`config.mk`:
```
export PLATFORM = sky130hd
export DESIGN_NAME = text_line_wrap_indexer_unit
export DESIGN_NICKNAME = d
export VERILOG_FILES = /design/src/sv/tlwi_pkg.sv /design/src/sv/tlwi_front.sv /design/src/sv/tlwi_queue.sv /design/src/sv/tlwi_back.sv /design/src/sv/text_line_wrap_indexer_unit.sv
export SDC_FILE = /design/constraint.sdc
export NUM_CORES = 1
export LEC_CHECK = 0
export BUFFER_PORTS_ARGS = -buffer_cell sky130_fd_sc_hd__buf_4
export CAP_MARGIN = 10
export CORE_AREA = 3 3 296 152
export CTS_CLUSTER_SIZE = 24
export DETAILED_ROUTE_END_ITERATION = 10
export DIE_AREA = 0 0 299 155
export MAX_ROUTING_LAYER = met4
export PLACE_DENSITY = 0.78
export SLEW_MARGIN = 20
export SYNTH_ARGS = -nofsm -noshare
export SYNTH_HDL_FRONTEND = slang
export SYNTH_SLANG_ARGS = --single-unit
```
`constraint.sdc`:
```
create_clock -name aclk -period 9.5 [get_ports aclk]
set_clock_uncertainty 0.05 [all_clocks]
set_input_delay 0.95 -clock aclk [delete_from_list [all_inputs] [get_ports aclk]]
set_output_delay 0.95 -clock aclk [all_outputs]
set_load 0.005 [all_outputs]
```
`src/sv/tlwi_pkg.sv`:
```
// Shared types, constants and helpers for the text line wrap indexer.
// No dependencies; every other file refers to it by scoped names.
`default_nettype none

package tlwi_pkg;

    localparam int OFFSET_BITS = 20;
    localparam int START_BITS  = 20;
    localparam int LNUM_BITS   = 20;
    localparam int LEN_BITS    = 8;
    localparam int MAX_RECS    = 3;
    localparam int QUEUE_DEPTH = 4;
    localparam int QPTR_BITS   = $clog2(QUEUE_DEPTH);

    localparam logic [7:0] CH_LF        = 8'h0A;
    localparam logic [7:0] CH_CR        = 8'h0D;
    localparam logic [7:0] WIDTH_RESET  = 8'd41;

    localparam logic [OFFSET_BITS-1:0] OFFSET_MAX = {OFFSET_BITS{1'b1}};

    typedef logic [OFFSET_BITS-1:0] offset_t;

    typedef struct packed {
        logic [START_BITS-1:0] start;
        logic [LEN_BITS-1:0]   len;
        logic                  fin;
    } rec_t;

    // Records caused by one byte; count is 1..3 for anything queued
    typedef struct packed {
        logic [1:0]           count;
        logic [LNUM_BITS-1:0] base;
        rec_t [MAX_RECS-1:0]  recs;
    } bundle_t;

    function automatic offset_t sat_add(input offset_t a, input offset_t b);
        logic [OFFSET_BITS:0] s;
        begin
            s = {1'b0, a} + {1'b0, b};
            sat_add = s[OFFSET_BITS] ? OFFSET_MAX : s[OFFSET_BITS-1:0];
        end
    endfunction

    function automatic logic [START_BITS-1:0] to_start(input offset_t a);
        logic [OFFSET_BITS+START_BITS-1:0] ext;
        begin
            ext = {{START_BITS{1'b0}}, a};
            to_start = ext[START_BITS-1:0];
        end
    endfunction

endpackage

`default_nettype wire

```
`src/sv/tlwi_front.sv`:
```
// Front end: holds the stream state and line width, classifies each byte
// and builds the bundle of records it completes. Uses tlwi_pkg.
`default_nettype none

module tlwi_front (
    input  wire logic             aclk,
    input  wire logic             aresetn,
    input  wire logic             cfg_valid,
    output logic                  cfg_ready,
    input  wire logic [7:0]       cfg_data,
    input  wire logic             in_valid,
    output logic                  in_ready,
    input  wire logic [7:0]       in_byte,
    input  wire logic             in_eof,
    input  wire logic             q_full,
    output logic                  push,
    output tlwi_pkg::bundle_t     push_bundle
);

    logic [7:0]                      width_reg;
    tlwi_pkg::offset_t               chunk_start_reg, chunk_start_next;
    tlwi_pkg::offset_t               byte_offset_reg, byte_offset_next;
    logic [7:0]                      chunk_count_reg, chunk_count_next;
    logic                            cr_held_reg, cr_held_next;
    logic [tlwi_pkg::LNUM_BITS-1:0]  lines_reg, lines_next;
    tlwi_pkg::bundle_t               bundle;
    logic                            accept;

    assign cfg_ready = 1'b1;
    assign in_ready  = !q_full;
    assign accept    = in_valid && in_ready;

    always_comb begin
        logic [7:0]        w;
        tlwi_pkg::offset_t cs;
        logic [7:0]        cc;
        logic [1:0]        n;
        w  = (width_reg == 8'd0) ? 8'd1 : width_reg;
        cs = chunk_start_reg;
        cc = chunk_count_reg;
        n  = 2'd0;
        bundle = '0;
        bundle.base = lines_reg;
        cr_held_next = cr_held_reg;
        byte_offset_next = tlwi_pkg::sat_add(byte_offset_reg, tlwi_pkg::offset_t'(1));

        if (in_byte == tlwi_pkg::CH_LF) begin
            cr_held_next = 1'b0;
            bundle.recs[0] = '{start: tlwi_pkg::to_start(cs), len: cc, fin: in_eof};
            n  = 2'd1;
            cs = byte_offset_next;
            cc = 8'd0;
        end else begin
            // held CR turns out to be an ordinary character
            if (cr_held_reg) begin
                if (cc >= w) begin
                    bundle.recs[n] = '{start: tlwi_pkg::to_start(cs), len: cc, fin: 1'b0};
                    n  = n + 2'd1;
                    cs = tlwi_pkg::sat_add(cs, tlwi_pkg::offset_t'(cc));
                    cc = 8'd0;
                end
                cc = cc + 8'd1;
                cr_held_next = 1'b0;
            end
            if (in_byte == tlwi_pkg::CH_CR) begin
                cr_held_next = !in_eof;
            end else begin
                if (cc >= w) begin
                    bundle.recs[n] = '{start: tlwi_pkg::to_start(cs), len: cc, fin: 1'b0};
                    n  = n + 2'd1;
                    cs = tlwi_pkg::sat_add(cs, tlwi_pkg::offset_t'(cc));
                    cc = 8'd0;
                end
                cc = cc + 8'd1;
            end
            if (in_eof) begin
                bundle.recs[n] = '{start: tlwi_pkg::to_start(cs), len: cc, fin: 1'b1};
                n = n + 2'd1;
            end
        end

        bundle.count     = n;
        chunk_start_next = cs;
        chunk_count_next = cc;
        lines_next       = lines_reg + tlwi_pkg::LNUM_BITS'(n);

        // end of file: everything but the width returns to zero
        if (in_eof) begin
            chunk_start_next = '0;
            byte_offset_next = '0;
            chunk_count_next = 8'd0;
            cr_held_next     = 1'b0;
            lines_next       = '0;
        end
    end

    assign push        = accept && (bundle.count != 2'd0);
    assign push_bundle = bundle;

    always_ff @(posedge aclk) begin
        if (!aresetn) begin
            width_reg       <= tlwi_pkg::WIDTH_RESET;
            chunk_start_reg <= '0;
            byte_offset_reg <= '0;
            chunk_count_reg <= 8'd0;
            cr_held_reg     <= 1'b0;
            lines_reg       <= '0;
        end else begin
            if (cfg_valid && cfg_ready) begin
                width_reg <= cfg_data;
            end
            if (accept) begin
                chunk_start_reg <= chunk_start_next;
                byte_offset_reg <= byte_offset_next;
                chunk_count_reg <= chunk_count_next;
                cr_held_reg     <= cr_held_next;
                lines_reg       <= lines_next;
            end
        end
    end

endmodule

`default_nettype wire

```
`src/sv/tlwi_queue.sv`:
```
// Short bundle queue between front and back end.
// Uses tlwi_pkg for the bundle type and depth.
`default_nettype none

module tlwi_queue (
    input  wire logic              aclk,
    input  wire logic              aresetn,
    input  wire logic              push,
    input  wire tlwi_pkg::bundle_t push_bundle,
    output logic                   full,
    input  wire logic              pop,
    output logic                   empty,
    output tlwi_pkg::bundle_t      head
);

    tlwi_pkg::bundle_t                entries [tlwi_pkg::QUEUE_DEPTH];
    logic [tlwi_pkg::QPTR_BITS-1:0]   wr_ptr_reg, rd_ptr_reg;
    logic [tlwi_pkg::QPTR_BITS:0]     fill_reg, fill_next;

    assign full  = (fill_reg == (tlwi_pkg::QPTR_BITS+1)'(tlwi_pkg::QUEUE_DEPTH));
    assign empty = (fill_reg == '0);
    assign head  = entries[rd_ptr_reg];

    always_comb begin
        fill_next = fill_reg;
        if (push && !(pop && !empty)) begin
            fill_next = fill_reg + 1'b1;
        end else if (!push && pop && !empty) begin
            fill_next = fill_reg - 1'b1;
        end
    end

    always_ff @(posedge aclk) begin
        if (push) begin
            entries[wr_ptr_reg] <= push_bundle;
        end
    end

    always_ff @(posedge aclk) begin
        if (!aresetn) begin
            wr_ptr_reg <= '0;
            rd_ptr_reg <= '0;
            fill_reg   <= '0;
        end else begin
            if (push) begin
                wr_ptr_reg <= wr_ptr_reg + 1'b1;
            end
            if (pop && !empty) begin
                rd_ptr_reg <= rd_ptr_reg + 1'b1;
            end
            fill_reg <= fill_next;
        end
    end

endmodule

`default_nettype wire

```
`src/sv/tlwi_back.sv`:
```
// Back end: walks the records of the head bundle one at a time into the
// output register. Uses tlwi_pkg.
`default_nettype none

module tlwi_back (
    input  wire logic              aclk,
    input  wire logic              aresetn,
    input  wire logic              q_empty,
    input  wire tlwi_pkg::bundle_t head,
    output logic                   pop,
    output logic                   m_tvalid,
    input  wire logic              m_tready,
    output logic [47:0]            m_tdata,
    output logic                   m_tlast
);

    logic [1:0]                      idx_reg;
    logic                            valid_reg;
    logic [tlwi_pkg::START_BITS-1:0] start_reg;
    logic [tlwi_pkg::LEN_BITS-1:0]   len_reg;
    logic [tlwi_pkg::LNUM_BITS-1:0]  lnum_reg;
    logic                            fin_reg;
    logic                            load;
    logic                            last_rec;
    tlwi_pkg::rec_t                  rec;

    assign load     = !q_empty && (!valid_reg || m_tready);
    assign rec      = head.recs[idx_reg];
    assign last_rec = (idx_reg == (head.count - 2'd1));
    assign pop      = load && last_rec;

    always_ff @(posedge aclk) begin
        if (!aresetn) begin
            idx_reg   <= 2'd0;
            valid_reg <= 1'b0;
        end else begin
            if (load) begin
                valid_reg <= 1'b1;
                idx_reg   <= last_rec ? 2'd0 : idx_reg + 2'd1;
            end else if (m_tready) begin
                valid_reg <= 1'b0;
            end
        end
    end

    always_ff @(posedge aclk) begin
        if (load) begin
            start_reg <= rec.start;
            len_reg   <= rec.len;
            fin_reg   <= rec.fin;
            lnum_reg  <= head.base + tlwi_pkg::LNUM_BITS'(idx_reg);
        end
    end

    assign m_tvalid = valid_reg;
    assign m_tdata  = {lnum_reg, len_reg, start_reg};
    assign m_tlast  = fin_reg;

endmodule

`default_nettype wire

```
`src/sv/text_line_wrap_indexer_unit.sv`:
```
// Text line wrap indexer: byte stream in, display-line records out.
// Built from tlwi_front, tlwi_queue and tlwi_back; types from tlwi_pkg.
//
// Usage:
//  - s_ channel: one file byte per transfer, s_tlast on the final byte.
//  - m_ channel: one record per display line: start offset, length and
//    line number in m_tdata, m_tlast on the file's last line.
//  - cfg channel: writes the line width (0 acts as 1); only while idle.
// Path: the first record of a byte is written into the queue, then loaded
// into the output register that drives m_.
// Throughput: one byte per cycle while each byte causes at most one
// record and m_tready stays high; the output register drains one record per
// cycle while m_tready is high; a byte after a held CR gives up to 3 records.
// A four-entry bundle queue decouples the two ends; s_tready drops only
// when that queue is full, which happens when m_tready is held low or
// records outrun bytes.
// Reset: width returns to 41, offsets, line count and queue are cleared.
// After the final byte the stream state also clears for the next file.
`default_nettype none

module text_line_wrap_indexer_unit (
    input  wire logic        aclk,
    input  wire logic        aresetn,
    // configuration: line width
    input  wire logic        cfg_valid,
    output logic             cfg_ready,
    input  wire logic [7:0]  cfg_data,
    // input bytes
    input  wire logic        s_tvalid,
    output logic             s_tready,
    input  wire logic [7:0]  s_tdata,   // [7:0] text_byte
    input  wire logic        s_tlast,   // end_of_file
    // display-line records
    output logic             m_tvalid,
    input  wire logic        m_tready,
    output logic [47:0]      m_tdata,   // [19:0] line_start, [27:20] line_len,
                                        // [47:28] line_number
    output logic             m_tlast    // final_line
);

    logic              push;
    logic              pop;
    logic              q_full;
    logic              q_empty;
    tlwi_pkg::bundle_t push_bundle;
    tlwi_pkg::bundle_t head;

    tlwi_front u_front (
        .aclk        (aclk),
        .aresetn     (aresetn),
        .cfg_valid   (cfg_valid),
        .cfg_ready   (cfg_ready),
        .cfg_data    (cfg_data),
        .in_valid    (s_tvalid),
        .in_ready    (s_tready),
        .in_byte     (s_tdata),
        .in_eof      (s_tlast),
        .q_full      (q_full),
        .push        (push),
        .push_bundle (push_bundle)
    );

    tlwi_queue u_queue (
        .aclk        (aclk),
        .aresetn     (aresetn),
        .push        (push),
        .push_bundle (push_bundle),
        .full        (q_full),
        .pop         (pop),
        .empty       (q_empty),
        .head        (head)
    );

    tlwi_back u_back (
        .aclk     (aclk),
        .aresetn  (aresetn),
        .q_empty  (q_empty),
        .head     (head),
        .pop      (pop),
        .m_tvalid (m_tvalid),
        .m_tready (m_tready),
        .m_tdata  (m_tdata),
        .m_tlast  (m_tlast)
    );

endmodule

`default_nettype wire

```
# Word-level counts from Yosys, hierarchy flattened
# Memory sizes are Yosys's and may differ from the RTL's. A register that Yosys moved wholly into a read port is not among the register bits.
# Cells that the tools add are included.
[classes]
mux = 63
div = 0
eq_ne = 4
order_cmp = 7
n_bitwise = 0
add_sub_neg = 15
n_mul = 0
shift = 0
n_reduce_logical = 22
[op_table]
columns = ["op", "n"]
rows = [
  ["2-to-1 mux 87 bit", 4],
  ["2-to-1 mux 20 bit", 13],
  ["2-to-1 mux 29 bit", 7],
  ["bitwise mux 87 bit", 2],
  ["demux 29 bit (select 2 bit)", 2],
  ["2-to-1 mux 8 bit", 13],
  ["binary-select mux 29 bit (select 2 bit)", 1],
  ["2-to-1 mux 58 bit", 1],
  ["adder 20 x 8 -> 21 bit", 2],
  ["adder 20 x 2 -> 20 bit", 2],
  ["adder 20 x 1 -> 21 bit (second input constant)", 1],
  ["2-to-1 mux 2 bit", 10],
  ["adder 8 x 1 -> 8 bit (second input constant)", 2],
  ["equality test 8 x 4 -> 1 bit (second input constant)", 2],
  [">= comparator 8 bit", 2],
  ["adder 2 x 1 -> 2 bit (second input constant)", 5],
  ["logical AND 1 bit", 10],
  ["less-than comparator 2 x 3 -> 1 bit (second input constant)", 3],
  ["zero test 8 bit", 1],
  ["2-to-1 mux 1 bit", 8],
  ["zero test 1 bit", 6],
  ["2-to-1 mux 3 bit", 2],
  ["nonzero test 2 bit", 3],
  [">= comparator 2 x 1 -> 1 bit (second input constant)", 2],
  ["7 further kinds", 7],
]
[totals]
ramBits = 436
elab_cells = 127
input_bits = 22
out_inout_bits = 52
ff_bits = 136
mem_count = 1
mem_bits_ro = 0
latch_bits = 0
[memory_table]
columns = ["memory", "words", "word_bits", "rd", "rd_ports_with_merged_regs", "write_ports", "line", "source"]
rows = [
  ["u_queue.entries", 4, 109, 1, 1, 1, "tlwi_queue.sv:16", "tlwi_pkg::bundle_t entries [tlwi_pkg::QUEUE_DEPTH];"],
]

# Logic depth before layout (Yosys ltp)
[depth]
word_depth = 23
depth_mapped = 35
depth_no_buf = 33

# Hierarchy
# Synthesis repeated with hierarchy kept, for this count alone.
[unflattened]
cells_unflattened = 1898
hier_area_um2 = 26125.1
[modules_own_cells]
columns = ["mod", "n_inst", "cells_per_inst", "area_each_um2"]
rows = [
  ["tlwi_queue", 1, 620, 16188.0],
  ["tlwi_front", 1, 1053, 7270.7],
  ["tlwi_back", 1, 225, 2666.3],
]

# Least setup slack after synthesis
# Ideal clock, no wire load.
[synth_path]
kind = "reg-to-reg"
startpoint = "register u_front.width_reg[6]"
endpoint = "memory u_queue.entries[0][0] (netlist name) (enable)"
setup_slack_ns = 0.730
stages_incl_launch_ff = 31
synth_period_minus_slack_ns = 8.770
arrival_ns = 8.239
n_path_buf = 3
required_ns = 8.969
path_cell_list = "dfxtp_1 -> nor4_1 -> a41o_1 -> ha_1 -> nor2b_1 -> o21a_1 -> o21ai_0 -> nor2_1 -> ha_1 -> nand3_1 -> nor3_1 -> a21oi_1 -> nor2_1 -> a21oi_1 -> inv_1 -> ha_1 -> a21o_1 -> a2111oi_0 -> o21a_1 -> or2_2 -> clkbuf_1 -> inv_1 -> clkbuf_1 -> ha_1 -> mux2i_1 -> ha_1 -> nand2b_1 -> a21oi_1 -> o21a_1 -> buf_2 -> and2_1"
[synth_rtl]
columns = ["item", "line", "source"]
rows = [
  ["from (decl)", "tlwi_front.sv:20", "logic [7:0] width_reg;"],
  ["from (signal assigned)", "tlwi_front.sv:102", "width_reg <= tlwi_pkg::WIDTH_RESET;"],
  ["from (signal assigned)", "tlwi_front.sv:110", "width_reg <= cfg_data;"],
  ["to (decl)", "tlwi_queue.sv:16", ""],
]

==> results.rst <==
.. list-table::
   :header-rows: 1

   * - Metric
     - Value
   * - Result of the run
     - completed
   * - Internal power consumption
     - 0.00464 W
   * - Yosys warning total
     - 0
   * - Share of layout cells above drive strength 1
     - 17.1%
   * - Per-instance average area after synthesis
     - 13.9 um2
   * - Placement Rows
     - 53
   * - Final antenna-violating net count
     - 0
   * - Clock edge transition at the registers on the reported setup and hold paths
     - 0.06 ns
   * - Minimum period implied by the final worst setup slack
     - 8.43 ns
   * - Psw
     - 0.00171 W
   * - Final Routed Wirelength
     - 65600 um
   * - Vertical die dimension
     - 155 um
   * - Post-synth design cell area
     - 26000 um2
   * - Arr. time, crit path
     - 8.63 ns
   * - Number of distinct library cell variants in the gate-level netlist after synthesis
     - 88
   * - Via count of the first global-routing pass
     - 15966
   * - Remaining design rule violation count
     - 0
   * - Clock Sink Count
     - 574
   * - Transition time at the pin with the least slew margin
     - 1.11 ns
   * - Fillcell total
     - 2838
   * - Sequential cell area
     - 16400 um2
   * - Critical path's most frequent cell
     - sky130_fd_sc_hd__ha_1
   * - Kind of launch point of the worst setup path
     - flop
   * - First DRT Iteration DRCs
     - 2145
   * - WP data required
     - 9.70 ns
   * - Share of total power in combinational logic
     - 19.0%
   * - Placeable Area
     - 42200 um2
   * - Worst-skew pair later-pin latency
     - 0.59 ns
   * - Wirelength per Cell
     - 25.8 um
   * - Area of the multi-input gates
     - 8940 um2
   * - First drt pass iteration count
     - 6
   * - Die X-Extent
     - 299 um
   * - Post-CTS setup repair buffer count
     - 0
   * - TritonCTS buffer count
     - 49
   * - Overall Global Routing Usage
     - 29.2%
   * - Total of buffers placed on input and output ports
     - 72
   * - Fraction of registers with async set/reset
     - 0%
   * - Total of hold buffers inserted after clock tree synthesis
     - 0
   * - Register bank with the most flops
     - u_queue.entries
   * - Routed via count
     - 16457
   * - Fraction of the cycle the final worst path needs
     - 88.7%
   * - Cell leakage power
     - 9.96 nW
   * - Crit-path max cell delay
     - 0.84 ns
   * - Setup TNS
     - 0 ns
   * - Sw frac
     - 27.0%
   * - Count of mapped cells out of synthesis
     - 1870
   * - Achievable Freq
     - 119 MHz
   * - IO Count
     - 74
   * - Final hold viol count
     - 0
   * - Standard cell with the maximum stage delay on the critical path
     - sky130_fd_sc_hd__a21oi_1
   * - Count of flip-flops with a built-in enable after synthesis
     - 485
   * - Sequential fraction of the synthesis area
     - 62.9%
   * - Max FO, Critical Path
     - 46
   * - Worst hold path class
     - flop to flop
   * - Total of max-cap violations
     - 0
   * - Initial antenna violation count
     - 9
   * - Launch point of the worst path
     - u_front.width_reg[4]
   * - Final layout net count
     - 1994
   * - Flop pwr share
     - 49.0%
   * - First-pass GRT wire length
     - 99000 um
   * - Relative contribution of the clock network to total power
     - 32.0%
   * - CTS H-Tree Depth
     - 2
   * - Total Die Area
     - 46300 um2
   * - Hold path start
     - u_front.width_reg[0]
   * - Flip-flop count of the largest register after layout
     - 436
   * - Total count of max-transition violations in the final report
     - 0
   * - CTS Buffer Depth
     - 3
   * - Resize count post-CTS
     - 0
   * - Largest voltage drop on the vdd net
     - 178 uV
   * - Placement-stage worst setup slack
     - 1.26 ns
   * - Count of state elements after synthesis
     - 574
   * - Starting density of the core
     - 61.6%
   * - Worst setup path class
     - flop to flop
   * - Detailed-route vias per instance
     - 6.47
   * - Placer congestion estimate
     - 1.03
   * - Syn Nets
     - 1943
   * - Crit end category
     - flop
   * - GRT Residual Overflow
     - 0
   * - Worst setup slack after layout
     - 1.07 ns
   * - Max transition margin
     - 25.5%
   * - Primary FF master, synth
     - sky130_fd_sc_hd__edfxtp_1
   * - Area growth syn-to-layout
     - 10.7%
   * - Setup repair after global routing missed its margin
     - false
   * - Root Buffer
     - sky130_fd_sc_hd__clkbuf_16
   * - Launch instance of the worst register-to-register path
     - u_front.width_reg[4]
   * - Endpoints failing setup
     - 0
   * - Detailed placer's ending HPWL
     - 42600 um
   * - Power Dens Cells
     - 221 nW/um2
   * - TritonCTS clock tree
     - done
   * - Largest net degree at the start of global routing
     - 74
per-stage QoR:
stage | area (um2) | power [W] | cells | hold WS, ns | utilization, %
floorplan | 26000 | 0.00387 | 1870 | 0.394 | -
global placement | 27100 | 0.00434 | 2446 | 0.412 | 64.4
detailed placement | 27100 | 0.00437 | 2446 | 0.421 | 64.4
CTS | 28800 | 0.00639 | 2537 | 0.437 | 68.2
global route | 28800 | 0.00658 | 2543 | 0.482 | 68.3
finish | 28800 | 0.00635 | 2543 | 0.436 | 68.3
cell families (layout without fill, tap and decap cells):
logic type	Yosys count	count (layout)	synth area share (%)
buffers and inverters	187	278	2.84
AND/OR/NAND/NOR	483	483	9.13
other	1	6	0.0144
flip-flops	574	574	62.9
multiplexers	163	163	11.5
XOR/XNOR	78	78	2.63
adder cells (fa/ha/maj)	52	52	2.61
AO/OA/AOI/OAI	332	332	8.38
cells in the mapped netlist, types with 5 or more instances:
| cell type | n | area, um2 |
|---|---|---|
| sky130_fd_sc_hd__edfxtp_1 | 485 | 14600 |
| sky130_fd_sc_hd__nand2_1 | 144 | 541 |
| sky130_fd_sc_hd__nor2_1 | 125 | 469 |
| sky130_fd_sc_hd__mux4_2 | 108 | 2430 |
| sky130_fd_sc_hd__dfxtp_1 | 89 | 1780 |
| sky130_fd_sc_hd__inv_1 | 84 | 315 |
| sky130_fd_sc_hd__clkbuf_1 | 75 | 282 |
| sky130_fd_sc_hd__a21oi_1 | 70 | 350 |
| sky130_fd_sc_hd__o21ai_0 | 70 | 350 |
| sky130_fd_sc_hd__ha_1 | 47 | 588 |
| sky130_fd_sc_hd__nand3_1 | 46 | 230 |
| sky130_fd_sc_hd__mux2i_1 | 45 | 450 |
| sky130_fd_sc_hd__o22ai_1 | 45 | 282 |
| sky130_fd_sc_hd__xnor2_1 | 45 | 394 |
| sky130_fd_sc_hd__xor2_1 | 33 | 289 |
| sky130_fd_sc_hd__and2_1 | 32 | 200 |
| sky130_fd_sc_hd__a31oi_1 | 21 | 131 |
| sky130_fd_sc_hd__nor3_1 | 19 | 95.1 |
| sky130_fd_sc_hd__nor2b_1 | 18 | 113 |
| sky130_fd_sc_hd__and3_1 | 16 | 100 |
| sky130_fd_sc_hd__a21o_1 | 15 | 113 |
| sky130_fd_sc_hd__nand4_1 | 15 | 93.8 |
| sky130_fd_sc_hd__buf_1 | 14 | 52.6 |
| sky130_fd_sc_hd__a221oi_1 | 12 | 105 |
| sky130_fd_sc_hd__nand2b_1 | 12 | 75.1 |
| sky130_fd_sc_hd__or3_1 | 11 | 68.8 |
| sky130_fd_sc_hd__o21a_1 | 10 | 75.1 |
| sky130_fd_sc_hd__o21ai_1 | 10 | 50.1 |
| sky130_fd_sc_hd__o221a_2 | 10 | 113 |
| sky130_fd_sc_hd__mux2_2 | 9 | 101 |
| sky130_fd_sc_hd__nor4_1 | 9 | 56.3 |
| sky130_fd_sc_hd__a211oi_1 | 7 | 52.6 |
| sky130_fd_sc_hd__o31ai_1 | 7 | 52.6 |
| sky130_fd_sc_hd__buf_2 | 6 | 30.0 |
| sky130_fd_sc_hd__a21boi_0 | 5 | 37.5 |
| sky130_fd_sc_hd__nor3b_1 | 5 | 37.5 |
| sky130_fd_sc_hd__o221ai_1 | 5 | 43.8 |
| sky130_fd_sc_hd__or2_2 | 5 | 31.3 |
area by class of cell:
type / instances / area share (%)
multi-input cells: 1109 / 31.1
repair buffers: 102 / 2.83
well taps: 577 / 2.51
clock inverters: 21 / 0.708
flip-flops and latches: 574 / 56.8
inverters: 85 / 1.11
clock buffers: 70 / 4.92
diodes: 5 / 0.0435
final timing paths:
path	slack (ns)	end	depth (start not counted)
hold / removal	0.44	u_front.width_reg[0]	2
setup / recovery	1.07	u_queue.entries[0][35]	28
setup reg to reg	1.07	u_queue.entries[0][35]	28
hold reg to reg	0.44	u_front.width_reg[0]	2
power by group through the flow:
| stage | sequential [W] | clock, W | combinational (W) |
|---|---|---|---|
| 4_1_cts | 0.00312 | 0.00205 | 0.00122 |
| 6_report | 0.00311 | 0.00203 | 0.00120 |
| 3_3_place_gp | 0.00316 | 0 | 0.00118 |
| 2_1_floorplan | 0.00314 | 0 | 0.000734 |
| 5_1_grt | 0.00314 | 0.00215 | 0.00130 |
| 3_5_place_dp | 0.00317 | 0 | 0.00120 |
routing by layer:
metal / track usage [%] / vias up / part of all wire, %
met5: - / - / 0
met4: 8.40 / 0 / 2.7
met3: 6.93 / 131 / 11
met2: 43.5 / 888 / 45
met1: 40.7 / 8178 / 41
li1: - / 7260 / -
placed cells by master, fill, tap and decap left out, drive strengths merged, types with 45 or more instances in the layout:
cell type / count
o22ai: 46
mux2i: 46
a21oi: 70
nand2: 144
nand3: 46
dfxtp: 89
xnor2: 45
buf: 102
nor2: 125
o21ai: 82
edfxtp: 485
ha: 47
inv: 88
mux4: 108
clkbuf: 70
worst max-delay path: cells and delay by family, from the launching register on:
family,cells,cell delay (ns)
and+or+nand+nor,9,1.70
DFF,1,0.32
AOI/OAI and AO/OA,10,3.35
adders and majority gates,5,1.44
muxes,1,0.33
buffers and inverters,3,0.83
Power figures use the tool's default switching activity.
